File: src/design/pwft_pkg.sv
// Shared types, constants and the CRC-8 update function of the pulse width frame transmitter.
package pwft_pkg;

  typedef logic [7:0] byte_t;
  typedef logic [5:0] seg_idx_t;

  typedef enum logic [2:0] {
    CFG_START_HIGH = 3'd0,
    CFG_START_LOW  = 3'd1,
    CFG_ZERO_HIGH  = 3'd2,
    CFG_ZERO_LOW   = 3'd3,
    CFG_ONE_HIGH   = 3'd4,
    CFG_ONE_LOW    = 3'd5,
    CFG_APPEND_CRC = 3'd6
  } cfg_idx_t;

  localparam byte_t CRC_INIT = 8'hFF;
  localparam byte_t CRC_POLY = 8'h1D;

  localparam byte_t RST_START_HIGH = 8'd32;
  localparam byte_t RST_START_LOW  = 8'd16;
  localparam byte_t RST_ZERO_HIGH  = 8'd14;
  localparam byte_t RST_ZERO_LOW   = 8'd8;
  localparam byte_t RST_ONE_HIGH   = 8'd5;
  localparam byte_t RST_ONE_LOW    = 8'd18;

  localparam seg_idx_t SEG_START    = 6'd0;
  localparam seg_idx_t SEG_DATA     = 6'd2;
  localparam seg_idx_t SEG_DATA_END = 6'd17;
  localparam seg_idx_t SEG_CRC_END  = 6'd33;

  function automatic byte_t crc8_update(input byte_t crc_in, input byte_t value);
    byte_t r;
    logic fb;
    r = crc_in;
    for (int k = 7; k >= 0; k--) begin
      fb = value[k] ^ r[7];
      r = {r[6:0], 1'b0};
      if (fb) begin
        r = r ^ CRC_POLY;
      end
    end
    return r;
  endfunction

endpackage

File: src/design/pwft_if.sv
// Valid/ready channel interfaces for packet bytes and line segments.
interface pwft_in_if;
  logic             valid;
  logic             ready;
  pwft_pkg::byte_t  data_byte;
  logic             first_byte;
  logic             last_byte;
  logic             no_start_pulse;

  modport source (output valid, output data_byte, output first_byte, output last_byte,
                  output no_start_pulse, input ready);
  modport sink (input valid, input data_byte, input first_byte, input last_byte,
                input no_start_pulse, output ready);
endinterface

interface pwft_out_if;
  logic             valid;
  logic             ready;
  logic             line_level;
  pwft_pkg::byte_t  duration_us;
  logic             frame_end;

  modport source (output valid, output line_level, output duration_us, output frame_end,
                  input ready);
  modport sink (input valid, input line_level, input duration_us, input frame_end,
                output ready);
endinterface

File: src/design/pulse_width_frame_transmitter.sv
// Pulse width frame transmitter: packet bytes in, timed line segments out, CRC-8 appended.
// A byte yields 16 segments, 18 with a start pulse, plus 16 more for an appended CRC byte.
// One segment per cycle unless stalled; a byte's first segment passes seg_r, then out_dur_r.
// The next byte is taken in the cycle its predecessor's last segment enters the output register.
// Synchronous active-low reset restores register defaults and the CRC start value.
module pulse_width_frame_transmitter (
  input  logic                 clk,
  input  logic                 rst_n,
  pwft_in_if.sink              in_ch,
  pwft_out_if.source           out_ch,
  input  logic                 cfg_we,
  input  pwft_pkg::cfg_idx_t   cfg_index,
  input  pwft_pkg::byte_t      cfg_wdata
);
  import pwft_pkg::*;

  byte_t start_high_r, start_low_r, zero_high_r, zero_low_r, one_high_r, one_low_r;
  logic  append_crc_r;

  byte_t    crc_r;
  byte_t    data_r;
  byte_t    crcb_r;
  logic     last_r;
  logic     busy_r;
  seg_idx_t seg_r;
  seg_idx_t end_r;

  logic  out_valid_r;
  logic  out_level_r;
  byte_t out_dur_r;
  logic  out_end_r;

  logic     adv;
  logic     seg_last;
  logic     in_xfer;
  byte_t    crc_base;
  byte_t    crc_nxt;
  logic     send_crc;
  seg_idx_t k;
  byte_t    cur_byte;
  logic     cur_bit;
  byte_t    seg_dur;

  assign adv      = busy_r && (!out_valid_r || out_ch.ready);
  assign seg_last = (seg_r == end_r);
  assign in_ch.ready = !busy_r || (adv && seg_last);
  assign in_xfer  = in_ch.valid && in_ch.ready;

  assign crc_base = in_ch.first_byte ? CRC_INIT : crc_r;
  assign crc_nxt  = crc8_update(crc_base, in_ch.data_byte);
  assign send_crc = in_ch.last_byte && append_crc_r;

  assign k        = seg_r - SEG_DATA;
  assign cur_byte = k[4] ? crcb_r : data_r;
  assign cur_bit  = cur_byte[3'd7 - k[3:1]];

  always_comb begin
    if (seg_r < SEG_DATA) begin
      seg_dur = seg_r[0] ? start_low_r : start_high_r;
    end else if (cur_bit) begin
      seg_dur = k[0] ? one_low_r : one_high_r;
    end else begin
      seg_dur = k[0] ? zero_low_r : zero_high_r;
    end
  end

  always_ff @(posedge clk) begin
    if (!rst_n) begin
      start_high_r <= RST_START_HIGH;
      start_low_r  <= RST_START_LOW;
      zero_high_r  <= RST_ZERO_HIGH;
      zero_low_r   <= RST_ZERO_LOW;
      one_high_r   <= RST_ONE_HIGH;
      one_low_r    <= RST_ONE_LOW;
      append_crc_r <= 1'b1;
    end else if (cfg_we) begin
      unique case (cfg_index)
        CFG_START_HIGH: start_high_r <= cfg_wdata;
        CFG_START_LOW:  start_low_r  <= cfg_wdata;
        CFG_ZERO_HIGH:  zero_high_r  <= cfg_wdata;
        CFG_ZERO_LOW:   zero_low_r   <= cfg_wdata;
        CFG_ONE_HIGH:   one_high_r   <= cfg_wdata;
        CFG_ONE_LOW:    one_low_r    <= cfg_wdata;
        CFG_APPEND_CRC: append_crc_r <= cfg_wdata[0];
        default: ;
      endcase
    end
  end

  always_ff @(posedge clk) begin
    if (!rst_n) begin
      crc_r  <= CRC_INIT;
      busy_r <= 1'b0;
      seg_r  <= SEG_START;
      end_r  <= SEG_DATA_END;
    end else if (in_xfer) begin
      crc_r  <= in_ch.last_byte ? CRC_INIT : crc_nxt;
      busy_r <= 1'b1;
      seg_r  <= (in_ch.first_byte && !in_ch.no_start_pulse) ? SEG_START : SEG_DATA;
      end_r  <= send_crc ? SEG_CRC_END : SEG_DATA_END;
    end else if (adv && seg_last) begin
      busy_r <= 1'b0;
    end else if (adv) begin
      seg_r <= seg_r + 6'd1;
    end
  end

  always_ff @(posedge clk) begin
    if (in_xfer) begin
      data_r <= in_ch.data_byte;
      crcb_r <= ~crc_nxt;
      last_r <= in_ch.last_byte;
    end
  end

  always_ff @(posedge clk) begin
    if (!rst_n) begin
      out_valid_r <= 1'b0;
    end else if (adv) begin
      out_valid_r <= 1'b1;
    end else if (out_ch.ready) begin
      out_valid_r <= 1'b0;
    end
  end

  always_ff @(posedge clk) begin
    if (adv) begin
      out_level_r <= ~seg_r[0];
      out_dur_r   <= seg_dur;
      out_end_r   <= seg_last && last_r;
    end
  end

  assign out_ch.valid       = out_valid_r;
  assign out_ch.line_level  = out_level_r;
  assign out_ch.duration_us = out_dur_r;
  assign out_ch.frame_end   = out_end_r;

endmodule
File: src/flat_wrapper.sv
// flat-port wrapper written by rule: the top's interface ports become plain ports
module pulse_width_frame_transmitter_flat import pwft_pkg::*;
  (clk, rst_n, cfg_we, cfg_index, cfg_wdata, in_ch_valid, in_ch_data_byte, in_ch_first_byte, in_ch_last_byte, in_ch_no_start_pulse, in_ch_ready, out_ch_valid, out_ch_line_level, out_ch_duration_us, out_ch_frame_end, out_ch_ready);
  pwft_in_if in_ch_i ();
  pwft_out_if out_ch_i ();
  input  logic clk;
  input  logic rst_n;
  input  logic cfg_we;
  input  pwft_pkg::cfg_idx_t cfg_index;
  input  pwft_pkg::byte_t cfg_wdata;
  input wire logic [$bits(in_ch_i.valid)-1:0] in_ch_valid;
  input wire logic [$bits(in_ch_i.data_byte)-1:0] in_ch_data_byte;
  input wire logic [$bits(in_ch_i.first_byte)-1:0] in_ch_first_byte;
  input wire logic [$bits(in_ch_i.last_byte)-1:0] in_ch_last_byte;
  input wire logic [$bits(in_ch_i.no_start_pulse)-1:0] in_ch_no_start_pulse;
  output wire logic [$bits(in_ch_i.ready)-1:0] in_ch_ready;
  output wire logic [$bits(out_ch_i.valid)-1:0] out_ch_valid;
  output wire logic [$bits(out_ch_i.line_level)-1:0] out_ch_line_level;
  output wire logic [$bits(out_ch_i.duration_us)-1:0] out_ch_duration_us;
  output wire logic [$bits(out_ch_i.frame_end)-1:0] out_ch_frame_end;
  input wire logic [$bits(out_ch_i.ready)-1:0] out_ch_ready;
  assign in_ch_i.valid = in_ch_valid;
  assign in_ch_i.data_byte = in_ch_data_byte;
  assign in_ch_i.first_byte = in_ch_first_byte;
  assign in_ch_i.last_byte = in_ch_last_byte;
  assign in_ch_i.no_start_pulse = in_ch_no_start_pulse;
  assign in_ch_ready = in_ch_i.ready;
  assign out_ch_valid = out_ch_i.valid;
  assign out_ch_line_level = out_ch_i.line_level;
  assign out_ch_duration_us = out_ch_i.duration_us;
  assign out_ch_frame_end = out_ch_i.frame_end;
  assign out_ch_i.ready = out_ch_ready;
  pulse_width_frame_transmitter u_core (.clk(clk), .rst_n(rst_n), .in_ch(in_ch_i), .out_ch(out_ch_i), .cfg_we(cfg_we), .cfg_index(cfg_index), .cfg_wdata(cfg_wdata));
endmodule
File: config.mk
export PLATFORM = sky130hd
export DESIGN_NAME = pulse_width_frame_transmitter_flat
export DESIGN_NICKNAME = d
export VERILOG_FILES = /design/src/design/pwft_pkg.sv /design/src/design/pwft_if.sv /design/src/design/pulse_width_frame_transmitter.sv /design/src/flat_wrapper.sv
export SDC_FILE = /design/constraint.sdc
export NUM_CORES = 1
export LEC_CHECK = 0
export BUFFER_PORTS_ARGS = -buffer_cell sky130_fd_sc_hd__buf_2
export CAP_MARGIN = 20
export CORE_MARGIN = 5
export CORE_UTILIZATION = 35
export DETAILED_ROUTE_END_ITERATION = 16
export GPL_ROUTABILITY_DRIVEN = 0
export PLACE_DENSITY = 0.56
export SLEW_MARGIN = 20
export SYNTH_ARGS = -nofsm -noshare
export SYNTH_HDL_FRONTEND = slang
export SYNTH_SLANG_ARGS = --single-unit
export TNS_END_PERCENT = 20
File: constraint.sdc
create_clock -name clk -period 2.8 [get_ports clk]
set_input_delay 0.14 -clock clk [delete_from_list [all_inputs] [get_ports clk]]
set_output_delay 0.14 -clock clk [all_outputs]
set_load 0.005 [all_outputs]
**Word level (Yosys, flattened, before mapping)**

Cells that the tools add are included.
W data, S select, Z words.

- Flip-flop bits (word level): 98
- Output and inout port bits: 12

- $add $sub $neg: 3
- $lt $le $gt $ge: 2
- Equal/unequal tests: 8
- Mux-type cells: 27
- Bitwise gates (word level): 18
- Reduce and logical (&&, ||, !) cells: 23

Operator list:

| operator | number |
|---|---|
| $mux W8 | 8 |
| $mux W5 | 8 |
| $not A4 Y4 | 8 |
| $mux W6 | 4 |
| $reduce_and A2 Y1 | 8 |
| $eq A3 B3 Y1 const B | 3 |
| $not A8 Y8 | 1 |
| $xor A1 B1 Y1 | 8 |
| $add A6 B1 Y6 const B | 1 |
| $eq A3 B2 Y1 const B | 2 |
| $eq A6 B6 Y1 | 1 |
| $logic_and A1 B1 Y1 | 6 |
| $lt A6 B2 Y1 const B | 1 |
| $reduce_bool A2 Y1 | 3 |
| $mux W1 | 5 |
| $sub A5 B2 Y5 const B | 1 |
| $lt A3 B4 Y1 const B | 1 |
| $bmux W1 S3 | 1 |
| $eq A3 B1 Y1 const B | 1 |
| $logic_not A1 Y1 | 3 |
| $logic_not A3 Y1 | 1 |
| $sub A3 B3 Y3 const A | 1 |
| $logic_or A1 B1 Y1 | 2 |
| $mux W2 | 1 |
| 2 further kinds | 2 |

**Logic depth before layout (Yosys ltp)**

Gate-level depths: netlist (run 1).

- Depth after elaboration: 18
- Depth in mapped cells: 9
- Mapped depth without buffers: 9

**Worst setup path before layout (run 1)**

Ideal clock, no wire load.

- Kind: reg-to-reg
- Start: reg u_core.seg_r[1]
- End: reg u_core.seg_r[1]
- Library setup time: 0.116 ns
- Arrival time: 2.332 ns
- Path slack: 0.352 ns
- Stages on the path, launching flop included: 10
- Path buffers: 1
- Period minus slack after synthesis: 2.448 ns
- Cell sequence: dfxtp_1 inv_1 ha_1 or3b_2 o41ai_2 nand2_1 inv_2 buf_2 nand3b_1 o211a_1

- Cells in the longest elaborated chain, start to end: 6
- Elaborated cells between the ends (all ways): 11

RTL lines:

| what | RTL line | text |
|---|---|---|
| from (decl) | pulse_width_frame_transmitter.sv:25 | `seg_idx_t seg_r;` |
| from (signal assigned) | pulse_width_frame_transmitter.sv:99 | `seg_r <= (in_ch.first_byte && !in_ch.no_start_pulse) ? SEG_START : SEG_DATA;` |
| from (signal assigned) | pulse_width_frame_transmitter.sv:104 | `seg_r <= seg_r + 6'd1;` |
| $eq A6 B6 Y1 (*) | pulse_width_frame_transmitter.sv:45 | `assign seg_last = (seg_r == end_r);` |
| $logic_and A1 B1 Y1 (*) | pulse_width_frame_transmitter.sv:46 | `assign in_ch.ready = !busy_r \|\| (adv && seg_last);` |
| $logic_or A1 B1 Y1 (*) | pulse_width_frame_transmitter.sv:46 |  |
| named net in_ch_ready | flat_wrapper.sv:16 | `output wire logic [$bits(in_ch_i.ready)-1:0] in_ch_ready;` |
| $logic_and A1 B1 Y1 (*) | pulse_width_frame_transmitter.sv:47 | `assign in_xfer = in_ch.valid && in_ch.ready;` |
| named net u_core.in_xfer | pulse_width_frame_transmitter.sv:35 | `logic in_xfer;` |
| $ne A2 B1 Y1 (no line) or $reduce_bool A2 Y1 (tied branches) | -- |  |
| $reduce_and A2 Y1 (no line) | -- |  |

The timed path passes the listed nets; every way through them passes the cells marked *. The select of a mux whose other input is x is not followed.
A chain may end at the register's enable or synchronous reset.

**Worst setup path in the final report (run 1)**

- Start: reg u_core.seg_r[3]
- End: reg u_core.out_dur_r[4] (netlist: u_core.out_ch.duration_us[4]) (data pin)

- Cells in the longest elaborated chain, start to end: 6
- Elaborated cells between the ends (all ways): 8

RTL lines:

| what | RTL line | text |
|---|---|---|
| $sub A5 B2 Y5 | pulse_width_frame_transmitter.sv:53 | `assign k = seg_r - SEG_DATA;` |
| $sub A3 B3 Y3 or $mux W8 (tied branches) | pulse_width_frame_transmitter.sv:55, pulse_width_frame_transmitter.sv:54 |  |
| $bmux W1 S3 | pulse_width_frame_transmitter.sv:55 | `assign cur_bit = cur_byte[3'd7 - k[3:1]];` |
| $mux W1 (not written as such) | pulse_width_frame_transmitter.sv:55 |  |
| $mux W8 | pulse_width_frame_transmitter.sv:60 | `end else if (cur_bit) begin` |
| $mux W8 (*) | pulse_width_frame_transmitter.sv:58 | `if (seg_r < SEG_DATA) begin` |
| named net u_core.seg_dur[4] | pulse_width_frame_transmitter.sv:42 | `byte_t seg_dur;` |
| to (signal assigned) | pulse_width_frame_transmitter.sv:129 | `out_dur_r <= seg_dur;` |
| to (decl) | pulse_width_frame_transmitter.sv:30 | `byte_t out_dur_r;` |

Marks and branches as above.

==> results of run 1 <==
[report_power, final]
group,switching [W],internal (W)
clock,0.000535,0.000765
sequential,0.0000440,0.00152
combinational,0.000361,0.000335
[per-stage QoR]
| step | worst slack, ns | cells | util | hold WS (ns) | instance area, µm² |
|---|---|---|---|---|---|
| 2_1_floorplan | 0.352 | 488 | - | 0.239 | 4700 |
| 3_3_place_gp | 0.319 | 688 | 0.384 | 0.343 | 5070 |
| 3_5_place_dp | 0.236 | 688 | 0.384 | 0.352 | 5070 |
| 4_1_cts | 0.220 | 706 | 0.411 | 0.0157 | 5420 |
| 5_1_grt | 0.0922 | 706 | 0.411 | 0.0107 | 5420 |
| 6_report | 0.220 | 706 | 0.411 | 0.0273 | 5420 |
[cells in the final DEF (no fill, tap or decap), drive strengths merged, types with 2 or more instances in the layout]
cell         netlist  layout
a21boi            40      40
edfxtp            27      27
a21oi              2       2
o21ai              6       6
nor3               8       8
xnor3              6       6
nor2b              8       8
and2               3       3
dlygate4sd3        0       2
ha                 4       4
nand2            108     108
clkbuf            10      14
nand4              2       2
dfxtp             67      67
nand2b             3       3
a211o              8       8
xnor2             22      22
and3               3       3
mux4               4       4
nor3b              2       2
a31oi              2       2
mux2i             34      34
inv                9      10
buf               10      44
nor2              51      51
nand3             16      16
xor2              14      14
mux2              11      11
[logic make-up (layout without fill, tap and decap cells)]
logic type | Yosys count | after routing | synth area share
and+or+nand+nor | 208 | 208 | 0.189
xor gates and xnor gates | 42 | 42 | 0.0959
AOI/OAI and AO/OA | 62 | 62 | 0.0991
muxes | 49 | 49 | 0.120
DFF | 94 | 94 | 0.458
buffers and inverters | 29 | 71 | 0.0274
adders and majority gates | 4 | 4 | 0.0107
[routing by layer]
layer / vias up / wire (µm)
met5: - / 0
met4: 0 / 187
met3: 15 / 588
met2: 89 / 5050
met1: 1648 / 5630
li1: 1738 / -
[final cells by class]
type / count / area, µm² / area share
Inverter: 9 / 33.8 / 0.00624
Timing Repair Buffer: 46 / 268 / 0.0494
Multi-Input combinational cell: 365 / 2420 / 0.446
Clock buffer: 14 / 307 / 0.0566
Clock inverter: 2 / 17.5 / 0.00323
Sequential cell: 94 / 2150 / 0.397
Tap cell: 176 / 220 / 0.0407
[path summary, 6_finish.rpt]
path	to	from
setup / recovery	u_core.out_ch.duration_us[4]	u_core.seg_r[3]
hold / removal	u_core.data_r[6]	in_ch_data_byte[6]
setup reg to reg	u_core.out_ch.duration_us[4]	u_core.seg_r[3]
hold reg to reg	u_core.start_high_r[4]	u_core.start_high_r[4]
==> qor.yml, run 1 <==
pwr:
  ir_worst_vdd_uv: 318
  cellLeakagePower_nw: 2.12
  p_per_area_mw_per_mm2: 657
  p_total_w: 0.00356
synthesis:
  synth_seq_area_share: 0.458
  synth-edff-count: 27
  synth_fp_nets: 519
  async_flop_share: 0
  syn_avg_cell_area_um2: 9.63
  synth_top_area_frac: 0.285
  synthesis.instances: 488
  synthTopCellsByArea: "dfxtp_1, edfxtp_1, nand2_1, mux2i_1, a21boi_0"
  synth_ff_type: "dfxtp_1"
  syn_area_mm2: 0.00470
  synth.ff_latch_count: 94
  synthTopCellsByCount: "nand2_1, dfxtp_1, nor2_1"
  yosysMostFrequentCell: "nand2_1"
  synth_area_leader_cell: "dfxtp_1"
  synth_warnings: 0
  ys_types: 43
global_route:
  antenna_found_initial: 0
  use_met2: 0.218
  grt_max_degree: 37
  top_usage_layer: "met1"
  grtUsageMet1: 0.225
  track_usage: 0.153
  overflow: 0
  grt_pass1_vias: 3469
  grt_use_met3: 0.0390
  grt_pass1_wl_mm: 19.3
worst_setup_path:
  cp_num_buf_inv: 0
  cp_top_family: "multiplexers"
  critical_path.max_stage_delay_ns: 0.59
  arrival_ns: 2.68
  start_kind: "register"
  end_kind: "register"
  reg2regPathDepth: 6
  path_max_fanout: 9
  r2r_slack_ns: 0.22
  cp_cell_sequence: "nor2_4 > xnor2_1 > mux4_1 > mux2_2 > mux2i_1 > a211o_1"
  worstPathRequired_ns: 2.90
  worstSetupPathType: "register to register"
  cp_num_cells: 6
  worst_path_max_delay_cell: "mux4_1"
clock_tree:
  cts_resized: 0
  clk_pin_slew_ns: 0.07
  post-cts-setup-buffer-count: 0
  htree_levels: 3
  root_buffer: "clkbuf_16"
  cts_num_sinks: 94
  cts_buffers: 9
  cts_hold_buf: 2
  worstSkewPairLatency_ns: 0.35
  clockBufferDepth: 2
  tritoncts: "yes"
detailed_routing:
  avgRoutedWirePerCell_um: 16.2
  vias: 3490
  drtIter0Drc: 295
  vias_per_cell: 4.94
  drc: 0
  drt-total-wl_mm: 11.5
  firstDrtPassIters: 5
  ant_nets: 0
floorplan:
  die_w_um: 126
  die_area_mm2: 0.0158
  rows: 42
  ios: 39
  die_height_um: 126
  start_util: 0.356
  core_mm2: 0.0132
sta:
  finalSetupViolCount: 0
  hold_violations: 0
  fmax_ghz: 0.388
  fin_crit_sh: 0.922
  max_slew_margin: 0.296
  fin_skew_ns: 0.00933
  fin_crit_ns: 2.58
  rsz0062_at_grt: "no"
  worst_pin_slew_ns: 1.05
  maxSlewViolCount: 0
  setup-tns-final_ns: 0
final_layout:
  syn_to_final_growth_pct: 15.3
  fill_cells: 1273
  drive_above_1_share: 0.145
  diodes: 0
  layout.nets: 556
run_status:
  status: "complete, no violations"
place:
  portBuffers: 38
  place_hpwl_mm: 8.31
run:
  cap_violations: 0
min_path:
  hold_class: "input pin to register"
  min_path_cells: 1
(Power assumes the default switching activity.)
==> run 2: changes to the inputs <==
--- a/config.mk
+++ b/config.mk
@@ -11,7 +11,7 @@
 export CORE_UTILIZATION = 35
 export DETAILED_ROUTE_END_ITERATION = 16
 export GPL_ROUTABILITY_DRIVEN = 0
-export PLACE_DENSITY = 0.56
+export PLACE_DENSITY = 0.61
 export SLEW_MARGIN = 20
 export SYNTH_ARGS = -nofsm -noshare
 export SYNTH_HDL_FRONTEND = slang
==> run 2 against run 1 <==
Net effect: worst setup slack gained 0.037 ns; critical path type unchanged; non-clock buffer count fell by 1; first-iteration DRC count is 12% higher; flip-flop and latch count did not move; worst hold slack got worse by 0.019 ns; final cell count is 0.14% lower; clock skew fell by 0.0014 ns; clock-buffer cell count shrank 1; sequential power hardly changed; largest cell class unchanged; critical path depth unchanged; register-to-register slack better by 0.04 ns; wire length decreased by 4.2%.
==> qor.yml, run 2 (synthesis gave the netlist of run 1 again) <==
run_status:
  status: "complete, no violations"
final_layout:
  mostFrequentLayoutCells: "nand2_1, dfxtp_1, nor2_1"
  multiInputGateArea_mm2: 0.00242
  post-route-util: 0.408
  syn_to_final_growth_pct: 14.6
  fill_cells: 1287
  drive_above_1_share: 0.149
  regArea_mm2: 0.00215
  final_common_cell: "nand2_1"
  layout.nets: 555
  diodes: 0
worst_setup_path:
  path_max_fanout: 9
  timing.rr.end: "u_core.out_ch.duration_us[0]"
  critical_path.max_stage_delay_ns: 0.58
  worst_path_max_delay_cell: "mux4_1"
  worstPathRequired_ns: 2.89
  r2r_start: "u_core.seg_r[3]"
  arrival_ns: 2.63
  cp_cell_sequence: "nor2_4 > xnor2_1 > mux4_1 > mux2_2 > mux2i_1 > a211o_1"
  reg2regPathDepth: 6
  start_kind: "register"
  worstSetupPathType: "register to register"
  r2r_slack_ns: 0.26
  end_kind: "register"
sta:
  worst_pin_slew_ns: 0.989
  fin_crit_ns: 2.54
  maxSlewViolCount: 0
  fin_crit_sh: 0.908
  finalSetupViolCount: 0
  rsz0062_at_grt: "no"
  setup-tns-final_ns: 0
  max_slew_margin: 0.335
  hold_violations: 0
  fmax_ghz: 0.393
  fin_skew_ns: 0.00790
detailed_routing:
  vias: 3512
  drtIter0Drc: 329
  vias_per_cell: 4.98
  drc: 0
  ant_nets: 0
  avgRoutedWirePerCell_um: 15.6
  drt-total-wl_mm: 11.0
  firstDrtPassIters: 5
clock_tree:
  clockBufferDepth: 2
  cts_resized: 0
  clk_pin_slew_ns: 0.07
  htree_levels: 3
  tritoncts: "yes"
  cts_num_sinks: 94
  post-cts-setup-buffer-count: 0
  worstSkewPairLatency_ns: 0.34
  cts_hold_buf: 0
  cts_buffers: 9
  root_buffer: "clkbuf_16"
floorplan:
  ios: 39
  start_util: 0.356
  die_area_mm2: 0.0158
  core_mm2: 0.0132
  die_w_um: 126
  rows: 42
  die_height_um: 126
global_route:
  track_usage: 0.142
  grt_max_degree: 43
  grt_pass1_vias: 3371
  antenna_found_initial: 0
  overflow: 0
  grt_pass1_wl_mm: 18.1
pwr:
  p_per_area_mw_per_mm2: 647
  ir_worst_vdd_uv: 269
  cellLeakagePower_nw: 2.11
min_path:
  min_to: "u_core.data_r[1]"
  min_path_cells: 1
  hp-start: "in_ch_data_byte[1]"
  hold_class: "input pin to register"
run:
  cap_violations: 0
place:
  portBuffers: 38
  place_hpwl_mm: 8.06
## run 2: layout make-up
cell class / count / share of cell area
well taps: 176 / 0.0409
multi-input cells: 365 / 0.450
flip-flops and latches: 94 / 0.400
repair buffers: 45 / 0.0451
clock buffers: 13 / 0.0544
inverters: 9 / 0.00627
clock inverters: 3 / 0.00372
## run 2: worst max-delay path by stage
stage,cells past startpoint,slack [ns],end,startpoint
after global placement,6,0.32,u_core.out_ch.duration_us[4],u_core.seg_r[3]
final,6,0.26,u_core.out_ch.duration_us[0],u_core.seg_r[3]
after floorplan,9,0.35,u_core.seg_r[1],u_core.seg_r[1]
after detailed placement,6,0.29,u_core.out_ch.duration_us[2],u_core.seg_r[3]
after global routing,6,0.12,u_core.out_ch.duration_us[0],u_core.seg_r[3]
after CTS,6,0.25,u_core.out_ch.duration_us[2],u_core.seg_r[3]
## run 2: power breakdown
group	total [W]	leakage (nW)	internal [W]	switching [W]
registers	0.00157	0.801	0.00152	0.0000458
logic	0.000674	1.15	0.000331	0.000344
clock network	0.00124	0.157	0.000737	0.000506
total	0.00348	2.11	0.00259	0.000895
## run 2: per-layer routing
metal	GRT usage	vias to the layer above	part of all wire
li1	-	1729	-
met1	0.196	1688	0.47
met2	0.222	83	0.47
met3	0.0292	12	0.048
met4	0.0511	0	0.015
met5	0	-	0
## run 2: worst max-delay path, delay by kind of cell (launching register included)
kind,cells,cell delay (ns)
AO/OA/AOI/OAI,1,0.31
XOR/XNOR,1,0.26
flip-flops,1,0.52
multiplexers,3,1.14
AND/OR/NAND/NOR,1,0.06
## run 2: through the flow
step | worst slack [ns] | power (W) | instance area [µm²] | hold WS [ns] | std cells
2_1_floorplan | 0.352 | 0.00209 | 4700 | 0.239 | 488
3_3_place_gp | 0.316 | 0.00227 | 5070 | 0.347 | 689
3_5_place_dp | 0.291 | 0.00227 | 5070 | 0.353 | 689
4_1_cts | 0.249 | 0.00351 | 5380 | 0.00351 | 705
5_1_grt | 0.124 | 0.00364 | 5380 | 0.0144 | 705
6_report | 0.257 | 0.00348 | 5380 | 0.00882 | 705
